### config.mk
export PLATFORM = sky130hd
export DESIGN_NAME = sorted_list_engine_core
export DESIGN_NICKNAME = d
export VERILOG_FILES = /design/src/hw/rtl/sle_pkg.sv /design/src/hw/rtl/sle_ram.sv /design/src/hw/rtl/sle_datapath.sv /design/src/hw/rtl/sle_ctrl.sv /design/src/hw/rtl/sorted_list_engine_core.sv
export SDC_FILE = /design/constraint.sdc
export NUM_CORES = 2
export LEC_CHECK = 0
export BUFFER_PORTS_ARGS = -buffer_cell sky130_fd_sc_hd__clkbuf_2
export CORE_UTILIZATION = 45
export CTS_CLUSTER_DIAMETER = 30
export DETAILED_ROUTE_END_ITERATION = 12
export GPL_TIMING_DRIVEN = 0
export HOLD_SLACK_MARGIN = 0.15
export PLACE_DENSITY_LB_ADDON = 0.1
export SETUP_SLACK_MARGIN = 0.15
export SLEW_MARGIN = 5
export SYNTH_ARGS = -nofsm -noshare
export SYNTH_HDL_FRONTEND = slang
export SYNTH_SLANG_ARGS = --single-unit
export TNS_END_PERCENT = 10
### constraint.sdc
create_clock -name clk -period 4.3 [get_ports clk]
set_clock_uncertainty 0.05 [all_clocks]
set_input_delay 0 -clock clk [delete_from_list [all_inputs] [get_ports clk]]
set_output_delay 0 -clock clk [all_outputs]
set_load 0.01 [all_outputs]
### src/hw/rtl/sle_pkg.sv
// sle_pkg: operation and status codes, plus the command and status
// structs that join the sorted list controller and datapath.
// No dependencies.
package sle_pkg;

  // operation codes carried by in_func
  localparam logic [1:0] FUNC_INSERT   = 2'd0;
  localparam logic [1:0] FUNC_DELETE   = 2'd1;
  localparam logic [1:0] FUNC_RD_ASC   = 2'd2;
  localparam logic [1:0] FUNC_RD_DESC  = 2'd3;

  // result status codes carried by out_status
  localparam logic [1:0] ST_OK       = 2'd0;
  localparam logic [1:0] ST_EMPTY    = 2'd1;
  localparam logic [1:0] ST_NOTFOUND = 2'd2;
  localparam logic [1:0] ST_FULL     = 2'd3;

  typedef enum logic [2:0] {
    IDX_HOLD,
    IDX_ZERO,
    IDX_TOP,
    IDX_INC,
    IDX_DEC
  } idx_op_t;

  typedef enum logic [1:0] {
    WA_IDX,
    WA_IDX_P1,
    WA_IDX_M1
  } wr_addr_sel_t;

  typedef enum logic [1:0] {
    CNT_HOLD,
    CNT_INC,
    CNT_DEC
  } cnt_op_t;

  typedef struct packed {
    logic         latch;       // capture the incoming request
    idx_op_t      idx_op;
    logic         rd_en;       // read the entry at the next index
    logic         wr_en;
    wr_addr_sel_t wr_addr_sel;
    logic         wr_from_ram; // write read data instead of the request value
    cnt_op_t      cnt_op;
    logic         out_load;
    logic         out_from_ram;
    logic [1:0]   out_status;
    logic         out_last;
  } sle_cmd_t;

  typedef struct packed {
    logic [1:0] op;
    logic       cnt_zero;
    logic       cnt_full;
    logic       lt;        // read entry below request value
    logic       eq;        // read entry equal to request value
    logic       idx_zero;
    logic       idx_top;   // index at the highest filled slot
    logic       out_free;
  } sle_stat_t;

endpackage

### src/hw/rtl/sle_ram.sv
// sle_ram: generic single write, single read RAM with registered read.
// No dependencies.
module sle_ram #(
  parameter int WIDTH = 32,
  parameter int DEPTH = 32
) (
  input  logic                     clk,
  input  logic                     wr_en,
  input  logic [$clog2(DEPTH)-1:0] wr_addr,
  input  logic [WIDTH-1:0]         wr_data,
  input  logic                     rd_en,
  input  logic [$clog2(DEPTH)-1:0] rd_addr,
  output logic [WIDTH-1:0]         rd_data
);

  logic [WIDTH-1:0] mem [DEPTH];
  logic [WIDTH-1:0] rd_data_r;

  always_ff @(posedge clk) begin
    if (wr_en) begin
      mem[wr_addr] <= wr_data;
    end
    if (rd_en) begin
      rd_data_r <= mem[rd_addr];
    end
  end

  assign rd_data = rd_data_r;

endmodule

### src/hw/rtl/sle_datapath.sv
// sle_datapath: entry RAM, scan index, entry count, request and result
// registers. Depends on sle_pkg and sle_ram.
module sle_datapath #(
  parameter int CAPACITY = 32
) (
  input  logic                clk,
  input  logic                rst_n,
  input  sle_pkg::sle_cmd_t   cmd,
  output sle_pkg::sle_stat_t  stat,
  input  logic [1:0]          in_func,
  input  logic signed [31:0]  in_value,
  output logic                out_valid,
  input  logic                out_stall,
  output logic signed [31:0]  out_item,
  output logic [1:0]          out_status,
  output logic                out_last
);
  import sle_pkg::*;

  localparam int AW = $clog2(CAPACITY);
  localparam int CW = $clog2(CAPACITY + 1);

  logic [1:0]         op_r;
  logic signed [31:0] val_r;
  logic [AW-1:0]      idx_r, idx_nxt;
  logic [CW-1:0]      cnt_r, cnt_nxt;
  logic [CW-1:0]      cnt_m1_w;
  logic [AW-1:0]      top_w;
  logic               out_valid_r;
  logic signed [31:0] out_item_r;
  logic [1:0]         out_status_r;
  logic               out_last_r;
  logic [AW-1:0]      wr_addr;
  logic [31:0]        wr_data;
  logic [31:0]        rd_data;
  logic signed [31:0] rd_val;

  assign cnt_m1_w = cnt_r - CW'(1);
  assign top_w    = cnt_m1_w[AW-1:0];
  assign rd_val   = $signed(rd_data);

  always_comb begin
    unique case (cmd.idx_op)
      IDX_HOLD: idx_nxt = idx_r;
      IDX_ZERO: idx_nxt = '0;
      IDX_TOP:  idx_nxt = top_w;
      IDX_INC:  idx_nxt = idx_r + AW'(1);
      IDX_DEC:  idx_nxt = idx_r - AW'(1);
      default:  idx_nxt = idx_r;
    endcase
  end

  always_comb begin
    unique case (cmd.cnt_op)
      CNT_HOLD: cnt_nxt = cnt_r;
      CNT_INC:  cnt_nxt = cnt_r + CW'(1);
      CNT_DEC:  cnt_nxt = cnt_m1_w;
      default:  cnt_nxt = cnt_r;
    endcase
  end

  always_comb begin
    unique case (cmd.wr_addr_sel)
      WA_IDX:    wr_addr = idx_r;
      WA_IDX_P1: wr_addr = idx_r + AW'(1);
      WA_IDX_M1: wr_addr = idx_r - AW'(1);
      default:   wr_addr = idx_r;
    endcase
  end

  assign wr_data = cmd.wr_from_ram ? rd_data : val_r;

  sle_ram #(
    .WIDTH (32),
    .DEPTH (CAPACITY)
  ) u_ram (
    .clk     (clk),
    .wr_en   (cmd.wr_en),
    .wr_addr (wr_addr),
    .wr_data (wr_data),
    .rd_en   (cmd.rd_en),
    .rd_addr (idx_nxt),
    .rd_data (rd_data)
  );

  always_ff @(posedge clk) begin
    if (!rst_n) begin
      cnt_r       <= '0;
      out_valid_r <= 1'b0;
    end else begin
      cnt_r <= cnt_nxt;
      if (cmd.out_load) begin
        out_valid_r <= 1'b1;
      end else if (!out_stall) begin
        out_valid_r <= 1'b0;
      end
    end
  end

  always_ff @(posedge clk) begin
    idx_r <= idx_nxt;
    if (cmd.latch) begin
      op_r  <= in_func;
      val_r <= in_value;
    end
    if (cmd.out_load) begin
      out_item_r   <= cmd.out_from_ram ? rd_val : 32'sd0;
      out_status_r <= cmd.out_status;
      out_last_r   <= cmd.out_last;
    end
  end

  assign stat.op       = op_r;
  assign stat.cnt_zero = (cnt_r == '0);
  assign stat.cnt_full = (cnt_r == CW'(CAPACITY));
  assign stat.lt       = (rd_val < val_r);
  assign stat.eq       = (rd_val == val_r);
  assign stat.idx_zero = (idx_r == '0);
  assign stat.idx_top  = (idx_r == top_w);
  assign stat.out_free = !out_valid_r || !out_stall;

  assign out_valid  = out_valid_r;
  assign out_item   = out_item_r;
  assign out_status = out_status_r;
  assign out_last   = out_last_r;

endmodule

### src/hw/rtl/sle_ctrl.sv
// sle_ctrl: sequencer for insert, delete and readout requests.
// Depends on sle_pkg.
module sle_ctrl (
  input  logic               clk,
  input  logic               rst_n,
  input  logic               in_valid,
  output logic               in_stall,
  input  sle_pkg::sle_stat_t stat,
  output sle_pkg::sle_cmd_t  cmd
);
  import sle_pkg::*;

  localparam logic [2:0] S_IDLE      = 3'd0;
  localparam logic [2:0] S_DISPATCH  = 3'd1;
  localparam logic [2:0] S_INS_SCAN  = 3'd2;
  localparam logic [2:0] S_INS_LAST  = 3'd3;
  localparam logic [2:0] S_DEL_SCAN  = 3'd4;
  localparam logic [2:0] S_DEL_SHIFT = 3'd5;
  localparam logic [2:0] S_RD_EMIT   = 3'd6;
  localparam logic [2:0] S_RESP      = 3'd7;

  logic [2:0] state_r, state_nxt;
  logic [1:0] resp_r, resp_nxt;
  logic       rd_last;

  // final readout entry: top slot going up, slot zero going down
  assign rd_last = (stat.op == FUNC_RD_ASC) ? stat.idx_top : stat.idx_zero;

  always_comb begin
    state_nxt = state_r;
    resp_nxt  = resp_r;
    cmd       = '0;
    unique case (state_r)
      S_IDLE: begin
        if (in_valid) begin
          cmd.latch = 1'b1;
          state_nxt = S_DISPATCH;
        end
      end
      S_DISPATCH: begin
        unique case (stat.op)
          FUNC_INSERT: begin
            if (stat.cnt_full) begin
              resp_nxt  = ST_FULL;
              state_nxt = S_RESP;
            end else if (stat.cnt_zero) begin
              cmd.idx_op = IDX_ZERO;
              state_nxt  = S_INS_LAST;
            end else begin
              cmd.idx_op = IDX_TOP;
              cmd.rd_en  = 1'b1;
              state_nxt  = S_INS_SCAN;
            end
          end
          FUNC_DELETE: begin
            if (stat.cnt_zero) begin
              resp_nxt  = ST_EMPTY;
              state_nxt = S_RESP;
            end else begin
              cmd.idx_op = IDX_ZERO;
              cmd.rd_en  = 1'b1;
              state_nxt  = S_DEL_SCAN;
            end
          end
          default: begin
            if (stat.cnt_zero) begin
              resp_nxt  = ST_EMPTY;
              state_nxt = S_RESP;
            end else begin
              cmd.idx_op = (stat.op == FUNC_RD_ASC) ? IDX_ZERO : IDX_TOP;
              cmd.rd_en  = 1'b1;
              state_nxt  = S_RD_EMIT;
            end
          end
        endcase
      end
      S_INS_SCAN: begin
        // walk down from the top, moving each entry not below the value up
        cmd.wr_en       = 1'b1;
        cmd.wr_addr_sel = WA_IDX_P1;
        if (stat.lt) begin
          cmd.cnt_op = CNT_INC;
          resp_nxt   = ST_OK;
          state_nxt  = S_RESP;
        end else begin
          cmd.wr_from_ram = 1'b1;
          if (stat.idx_zero) begin
            state_nxt = S_INS_LAST;
          end else begin
            cmd.idx_op = IDX_DEC;
            cmd.rd_en  = 1'b1;
          end
        end
      end
      S_INS_LAST: begin
        cmd.wr_en       = 1'b1;
        cmd.wr_addr_sel = WA_IDX;
        cmd.cnt_op      = CNT_INC;
        resp_nxt        = ST_OK;
        state_nxt       = S_RESP;
      end
      S_DEL_SCAN: begin
        priority if (stat.eq) begin
          if (stat.idx_top) begin
            cmd.cnt_op = CNT_DEC;
            resp_nxt   = ST_OK;
            state_nxt  = S_RESP;
          end else begin
            cmd.idx_op = IDX_INC;
            cmd.rd_en  = 1'b1;
            state_nxt  = S_DEL_SHIFT;
          end
        end else if (stat.lt && !stat.idx_top) begin
          cmd.idx_op = IDX_INC;
          cmd.rd_en  = 1'b1;
        end else begin
          resp_nxt  = ST_NOTFOUND;
          state_nxt = S_RESP;
        end
      end
      S_DEL_SHIFT: begin
        // close the gap: move each later entry down one slot
        cmd.wr_en       = 1'b1;
        cmd.wr_addr_sel = WA_IDX_M1;
        cmd.wr_from_ram = 1'b1;
        if (stat.idx_top) begin
          cmd.cnt_op = CNT_DEC;
          resp_nxt   = ST_OK;
          state_nxt  = S_RESP;
        end else begin
          cmd.idx_op = IDX_INC;
          cmd.rd_en  = 1'b1;
        end
      end
      S_RD_EMIT: begin
        // read data holds while the result register is blocked
        if (stat.out_free) begin
          cmd.out_load     = 1'b1;
          cmd.out_from_ram = 1'b1;
          cmd.out_status   = ST_OK;
          cmd.out_last     = rd_last;
          if (rd_last) begin
            state_nxt = S_IDLE;
          end else begin
            cmd.idx_op = (stat.op == FUNC_RD_ASC) ? IDX_INC : IDX_DEC;
            cmd.rd_en  = 1'b1;
          end
        end
      end
      S_RESP: begin
        if (stat.out_free) begin
          cmd.out_load   = 1'b1;
          cmd.out_status = resp_r;
          cmd.out_last   = 1'b1;
          state_nxt      = S_IDLE;
        end
      end
      default: state_nxt = S_IDLE;
    endcase
  end

  always_ff @(posedge clk) begin
    if (!rst_n) begin
      state_r <= S_IDLE;
    end else begin
      state_r <= state_nxt;
    end
  end

  always_ff @(posedge clk) begin
    resp_r <= resp_nxt;
  end

  assign in_stall = (state_r != S_IDLE);

endmodule

### src/hw/rtl/sorted_list_engine_core.sv
// sorted_list_engine_core: top level of the sorted list engine.
// Depends on sle_pkg, sle_ctrl, sle_datapath (and sle_ram through it).
//
//   channel   direction  handshake           payload
//   in_       request    in_valid/in_stall   in_func, in_value
//   out_      result     out_valid/out_stall out_item, out_status, out_last
//
// in_stall is high while a request is in progress; the next request is taken
//   only after the controller has returned to idle. The entry RAM has one read
//   and one write port, so scans and shifts move one entry per cycle.
// Reset clears only the count, out_valid and the control state; the entry RAM
//   is not cleared, since only slots below the count are ever read.
// out_stall holds the result register; the sequencer waits on it and a new
//   request is taken only once the previous one has issued its last result.
module sorted_list_engine_core #(
  parameter int CAPACITY = 32
) (
  input  logic               clk,
  input  logic               rst_n,
  // request channel
  input  logic               in_valid,
  output logic               in_stall,
  input  logic [1:0]         in_func,
  input  logic signed [31:0] in_value,
  // result channel
  output logic               out_valid,
  input  logic               out_stall,
  output logic signed [31:0] out_item,
  output logic [1:0]         out_status,
  output logic               out_last
);
  import sle_pkg::*;

  // commands flow controller -> datapath, status flows back
  sle_cmd_t  cmd;
  sle_stat_t stat;

  sle_ctrl u_ctrl (
    .clk      (clk),
    .rst_n    (rst_n),
    .in_valid (in_valid),
    .in_stall (in_stall),
    .stat     (stat),
    .cmd      (cmd)
  );

  // entries live in RAM slots 0 .. count-1 in ascending order
  sle_datapath #(
    .CAPACITY (CAPACITY)
  ) u_dp (
    .clk        (clk),
    .rst_n      (rst_n),
    .cmd        (cmd),
    .stat       (stat),
    .in_func    (in_func),
    .in_value   (in_value),
    .out_valid  (out_valid),
    .out_stall  (out_stall),
    .out_item   (out_item),
    .out_status (out_status),
    .out_last   (out_last)
  );

endmodule
# --- Yosys cells after proc, flatten, opt, wreduce, memory -nomap -nowiden ---
# Memories as Yosys holds them, arrays and structs flattened. A register that Yosys moved wholly into a read port is not among the register bits.
# Cells that the tools add are included.
totals:
  regBits: 86
  latchBits: 0
  ramBits: 1024
  mem_bits_ro: 0
  input_bits: 38
  wordCells: 125
  memories: 1
op_classes:
  n_addsub: 4
  multipliers: 0
  div: 0
  n_lt_le_gt_ge: 1
  n_eq_ne: 31
  shifts: 0
  n_mux: 64
  bitwise_logic: 0
  n_reduce_logical: 14
memory_table:
  columns: ["memory", "depth", "word_bits", "read_ports", "rd_ports_with_merged_regs", "write_ports", "line_no", "text"]
  rows:
  - ["u_dp.u_ram.mem", 32, 32, 1, 1, 1, "sle_ram.sv:16", "logic [WIDTH-1:0] mem [DEPTH];"]
op_table:
  columns: ["operator", "count"]
  rows:
  - ["$mux W3", 14]
  - ["$eq A32 B32 Y1", 1]
  - ["$lt A32 B32 Y1", 1]
  - ["$mux W32", 1]
  - ["$mux W2", 14]
  - ["$mux W4", 7]
  - ["$pmux W3 S8", 1]
  - ["$pmux W4 S5", 1]
  - ["$pmux W5 S4", 1]
  - ["$eq A3 B3 Y1 const B", 5]
  - ["$mux W1", 14]
  - ["$eq A3 B2 Y1 const B", 4]
  - ["$pmux W3 S2", 2]
  - ["$pmux W6 S2", 1]
  - ["$pmux W2 S5", 1]
  - ["$pmux W5 S2", 1]
  - ["$ne A3 B3 Y1 const B", 3]
  - ["$pmux W3 S3", 1]
  - ["$ne A2 B1 Y1 const B", 4]
  - ["$pmux W2 S4", 1]
  - ["$pmux W4 S2", 1]
  - ["$reduce_and A7 Y1", 1]
  - ["$add A6 B1 Y6 const B", 1]
  - ["$eq A2 B1 Y1 const B", 3]
  - ["other kinds (22)", 30]

# --- Longest topological paths before layout ---
depth:
  ltp_word: 9
  depth_mapped: 19

# --- Hierarchy ---
# A second synthesis with hierarchy kept.
hier_totals:
  cells_unflattened: 2802
  area_unflattened_um2: 46064.2
modules_own_cells:
  columns: ["mod", "n_inst", "cells_per_inst", "area_each_um2", "seq_area_each_um2"]
  rows:
  - ["sle_ram", 1, 2260, 40812.9, 31710.4]
  - ["sle_datapath", 1, 451, 4598.2, 2312.2]
  - ["sle_ctrl", 1, 91, 653.1, 120.1]

# --- Least setup slack after synthesis ---
# Ideal clock, no wire load.
synth_timing:
  path_type: "flip-flop to flip-flop"
  start: "reg u_dp.u_ram.rd_data_r[15], in the netlist u_dp.u_ram.rd_data[15] (read register of u_dp.u_ram.mem)"
  end: "mem u_dp.u_ram.mem[0][31] (data pin)"
  setup_time_ns: 0.454
  arrival_ns: 3.664
  slack_ns: 0.131
  path_stages_with_launch: 11
  synth_period_minus_slack_ns: 4.169
  cell_sequence: "edfxtp_1 ha_1 nand4_1 nor4_2 a21boi_2 o41ai_2 and3_1 nor2_1 o21ai_1 clkbuf_1 o21ai_0"
synth_via:
  elab_chain_cells: 4
synth_rtl:
  columns: ["item", "line_no", "text"]
  rows:
  - ["start: declaration", "sle_ram.sv:17", "logic [WIDTH-1:0] rd_data_r;"]
  - ["$lt A32 B32 Y1", "sle_datapath.sv:116", "assign stat.lt = (rd_val < val_r);"]
  - ["$mux W1", "sle_ctrl.sv:81", "if (stat.lt) begin"]
  - ["$pmux W1 S2", "sle_ctrl.sv:33", "unique case (state_r)"]
  - ["$mux W32", "sle_datapath.sv:71", "assign wr_data = cmd.wr_from_ram ? rd_data : val_r;"]
  - ["via u_dp.u_ram.wr_data[31]", "sle_ram.sv:10", "input logic [WIDTH-1:0] wr_data,"]
  - ["end: declaration", "sle_ram.sv:16", null]
# The timed path passes the listed nets, and every way through them passes these cells.

# --- Worst setup path in the final report ---
layout_timing:
  start: "reg u_dp.u_ram.rd_data_r[22], in the netlist u_dp.u_ram.rd_data[22] (read register of u_dp.u_ram.mem)"
  end: "reg u_dp.u_ram.rd_data_r[27], in the netlist u_dp.u_ram.rd_data[27] (read register of u_dp.u_ram.mem) (data pin)"
layout_via:
  elab_chain_cells: 7
  elab_cells_between_ends: 12
layout_rtl:
  columns: ["item", "line_no", "text"]
  rows:
  - ["$lt A32 B32 Y1", "sle_datapath.sv:116", null]
  - ["$logic_and A1 B1 Y1", "sle_ctrl.sv:113", "end else if (stat.lt && !stat.idx_top) begin"]
  - ["$mux W3", "sle_ctrl.sv:113", null]
  - ["$mux W4", "sle_ctrl.sv:103", "priority if (stat.eq) begin"]
  - ["$pmux W4 S5 *", "sle_ctrl.sv:33", null]
  - ["$eq A3 B3 Y1 (tied with other cells)", "sle_datapath.sv:43", "unique case (cmd.idx_op)"]
  - ["$pmux W5 S4", "sle_datapath.sv:43", null]
# Every way passes the cells marked *; elsewhere a longest branch is shown, timed or not.
# A chain may end at the register's enable or synchronous reset.

==> out/metrics.csv <==
metric,value,unit
status,"complete, but fails checks",
failed_checks,setup timing,
synthFlopType,edfxtp_1,
synthTopCellsByArea,"edfxtp_1 (71%), nand2_1 (2.7%), mux2i_1 (2.7%)",
crit_arrival,5230,ps
seq_area_frac_synth,71.9,%
drive_gt1_share,26.5,%
slowest_stage,or4_4,
synth_edf_count,1127,
synth_top_family_by_area,compound AO/OA/AOI/OAI gates,
rows,118,
regToRegSetupSlack,-540,ps
fin_ws,-540,ps
nNetsFinal,3815,
drt_iter0_markers,3373,
numCtsBuffers,222,
cts.sinks,1142,
start_kind,register,
synth-simple-area-share,8.87,%
drc,0,
htreeDepth,4,
pin_count,75,
synth_xor_area_share,0.369,%
ys_ff_latch,1142,
drv_slew,0,
cp_top_family,compound AO/OA/AOI/OAI gates,
fin_crit,4840,ps
grt_pass1_wl,213000,microns
grt_max_degree,45,
synth.avg_cell_area,14.7,sq um
syn-num-nets,3299,
synth_top_cell_by_area,edfxtp_1,
detail_route.wl_per_cell,28.1,microns
gp_congestion,1.02,
dieArea,0.107,sq mm
start_util,45.6,%
muxShareOfSynthArea,5.02,%
hold_violations,0,
synth_compound_area_share,9.47,%
synthAdderAreaFrac,0.974,%
cts_tree,built,
end_kind,register,
hp-class,input pin to register,
cts_buffer_depth,3,
period_share,113,%
yosysMostFrequentCell,edfxtp_1,
clkLatencyLatePin,810,ps
grtUsageTotal,27.8,%
num_vias,31139,
drt_wl_total,150000,microns
hpwl,104000,microns
grt_setup_unrepaired,true,
grt_overflow,0,
area_growth,31.8,%
antenna_left,0,
cp_num_buf_inv,4,
portBuffers,74,
dr.pass1.iters,7,
relSlewSlack,8.23,%
die_h,327,microns
tightest_slew,1380,ps
synthCells,3224,
yosys_warnings,0,
place_inst,4740,
synth.distinct_cells,77,
max_freq,207,MHz
finalSetupViolCount,32,
synthArstFlopShare,0,%
die_w,327,microns
grt_antenna_before_repair,9,
root_buffer,clkbuf_16,
path_class,register to register,
path_clk_slew,50,ps
fin_cells,5316,
synth_commonest_cells,"edfxtp_1 (1127), nand2_1 (348), inv_1 (141), nand3_1 (141), o211ai_1 (130)",
cp_slowest_stage_delay,600,ps
max_cap_viol_count,0,
crit_path_max_fanout,6,
core_area,0.104,sq mm
synthDominantCellAreaShare,71.2,%
synthesis.area,0.0475,sq mm
grt_pass1_vias,31154,
required,4690,ps
avgViaCountPerCell,5.86,
path_cells,"ha_1, nand4_1, or4_4, inv_2, o41ai_4, buf_6, and3_4, o21a_4, o211ai_1, o211a_4, buf_12, buf_16, mux2_2, o211ai_1, a21o_1, nand4_1",
-- placed cells by master (no fill, tap or decap), types with 32 or more instances in the layout --
cell type and instances:
and2_1 74, nand4_1 103, a22oi_1 44, clkbuf_1 84, clkinv_2 32, buf_4 73
o2111ai_1 64, dlygate4sd3_1 74, buf_16 41, buf_6 35, edfxtp_1 1127, nand2_1 345
inv_1 131, clkbuf_2 104, nand3_1 138, nor2_4 34, clkbuf_16 231, o221ai_1 32
nor4b_1 32, o211ai_1 130, mux2_4 38, and3_1 37, o21ai_4 32, mux2_2 55
o2111a_1 32, mux2i_1 118, a221oi_1 55, buf_2 41, buf_12 61
-- metal layers --
layer | GRT usage (%) | part of all wire, % | up-vias
met3 | 6.47 | 8.6 | 262
met5 | 0 | 0.0080 | -
li1 | - | - | 13724
met4 | 11.6 | 4.1 | 2
met2 | 43.1 | 46 | 1435
met1 | 37.7 | 42 | 15716
-- sequential cells by signal (all words and copies together), names as in the netlist --
register / count
u_ctrl.resp_r: 2
u_ctrl.state_r: 3
u_dp.cnt_r: 6
u_dp.idx_r: 5
u_dp.op_r: 2
u_dp.out_item: 32
u_dp.out_last: 1
u_dp.out_status: 2
u_dp.out_valid: 1
u_dp.u_ram.mem: 1024
u_dp.u_ram.rd_data: 32
u_dp.val_r: 32
-- final timing paths --
check / from / endpoint / cells after the start
setup / recovery: u_dp.u_ram.rd_data[22] / u_dp.u_ram.rd_data[27] / 16
hold / removal: in_valid / u_dp.val_r[27] / 4
setup reg to reg: u_dp.u_ram.rd_data[22] / u_dp.u_ram.rd_data[27] / 16
hold reg to reg: u_ctrl.resp_r[1] / u_dp.out_status[1] / 1
-- area by class of cell --
| type | instances | area, sq um |
|---|---|---|
| Fill cell | 7813 | 41500 |
| Sequential cell | 1142 | 34100 |
| Multi-Input combinational cell | 1708 | 13100 |
| Clock buffer | 249 | 5720 |
| Timing Repair Buffer | 292 | 3690 |
| Clock inverter | 169 | 1970 |
| Tap cell | 1380 | 1730 |
| Buffer | 230 | 1680 |
| Inverter | 144 | 553 |
| Antenna cell | 2 | 5.00 |
-- metrics by stage --
| step | utilization [%] | hold WS [ps] | instance area, sq um | setup TNS [ps] | setup slack, ps |
|---|---|---|---|---|---|
| 2_1_floorplan | - | 48.9 | 47500 | 0 | 167 |
| 3_3_place_gp | 47.7 | 130 | 49600 | -5494710 | -4680 |
| 3_5_place_dp | 49.7 | 129 | 51700 | -1378030 | -2010 |
| 4_1_cts | 59.3 | 281 | 61800 | -15450 | -478 |
| 5_1_grt | 60.1 | 339 | 62600 | -17160 | -610 |
| 6_report | 60.1 | 301 | 62600 | -15090 | -540 |
-- repair_timing --
item / CTS / global route
hold buffers: 74 / 0
endpoints found under the setup margin: 1611 / 1157
endpoints found under the hold margin: 104 / 0
pin swaps: 114 / 104
cloned: 4 / 6
resized for setup: 278 / 144
buffers inserted: 51 / 22
-- cell families (layout without fill, tap and decap cells) --
logic type | after synthesis | after routing
other | 0 | 2
AOI/OAI and AO/OA | 577 | 578
and+or+nand+nor | 847 | 847
buffers and inverters | 375 | 1084
xor gates and xnor gates | 20 | 20
DFF | 1142 | 1142
adders and majority gates | 37 | 37
muxes | 226 | 226
-- worst reg2reg max path: stages, from the launching register on --
cell	delay, ps
edfxtp_1	420
ha_1	340
nand4_1	140
or4_4	600
inv_2	90
o41ai_4	70
buf_6	150
and3_4	200
o21a_4	230
o211ai_1	290
o211a_4	280
buf_12	190
buf_16	140
mux2_2	340
o211ai_1	430
a21o_1	270
nand4_1	260
Power is not shown: default switching activity piles up to over one toggle a cycle in this logic, so the estimate is an artifact.
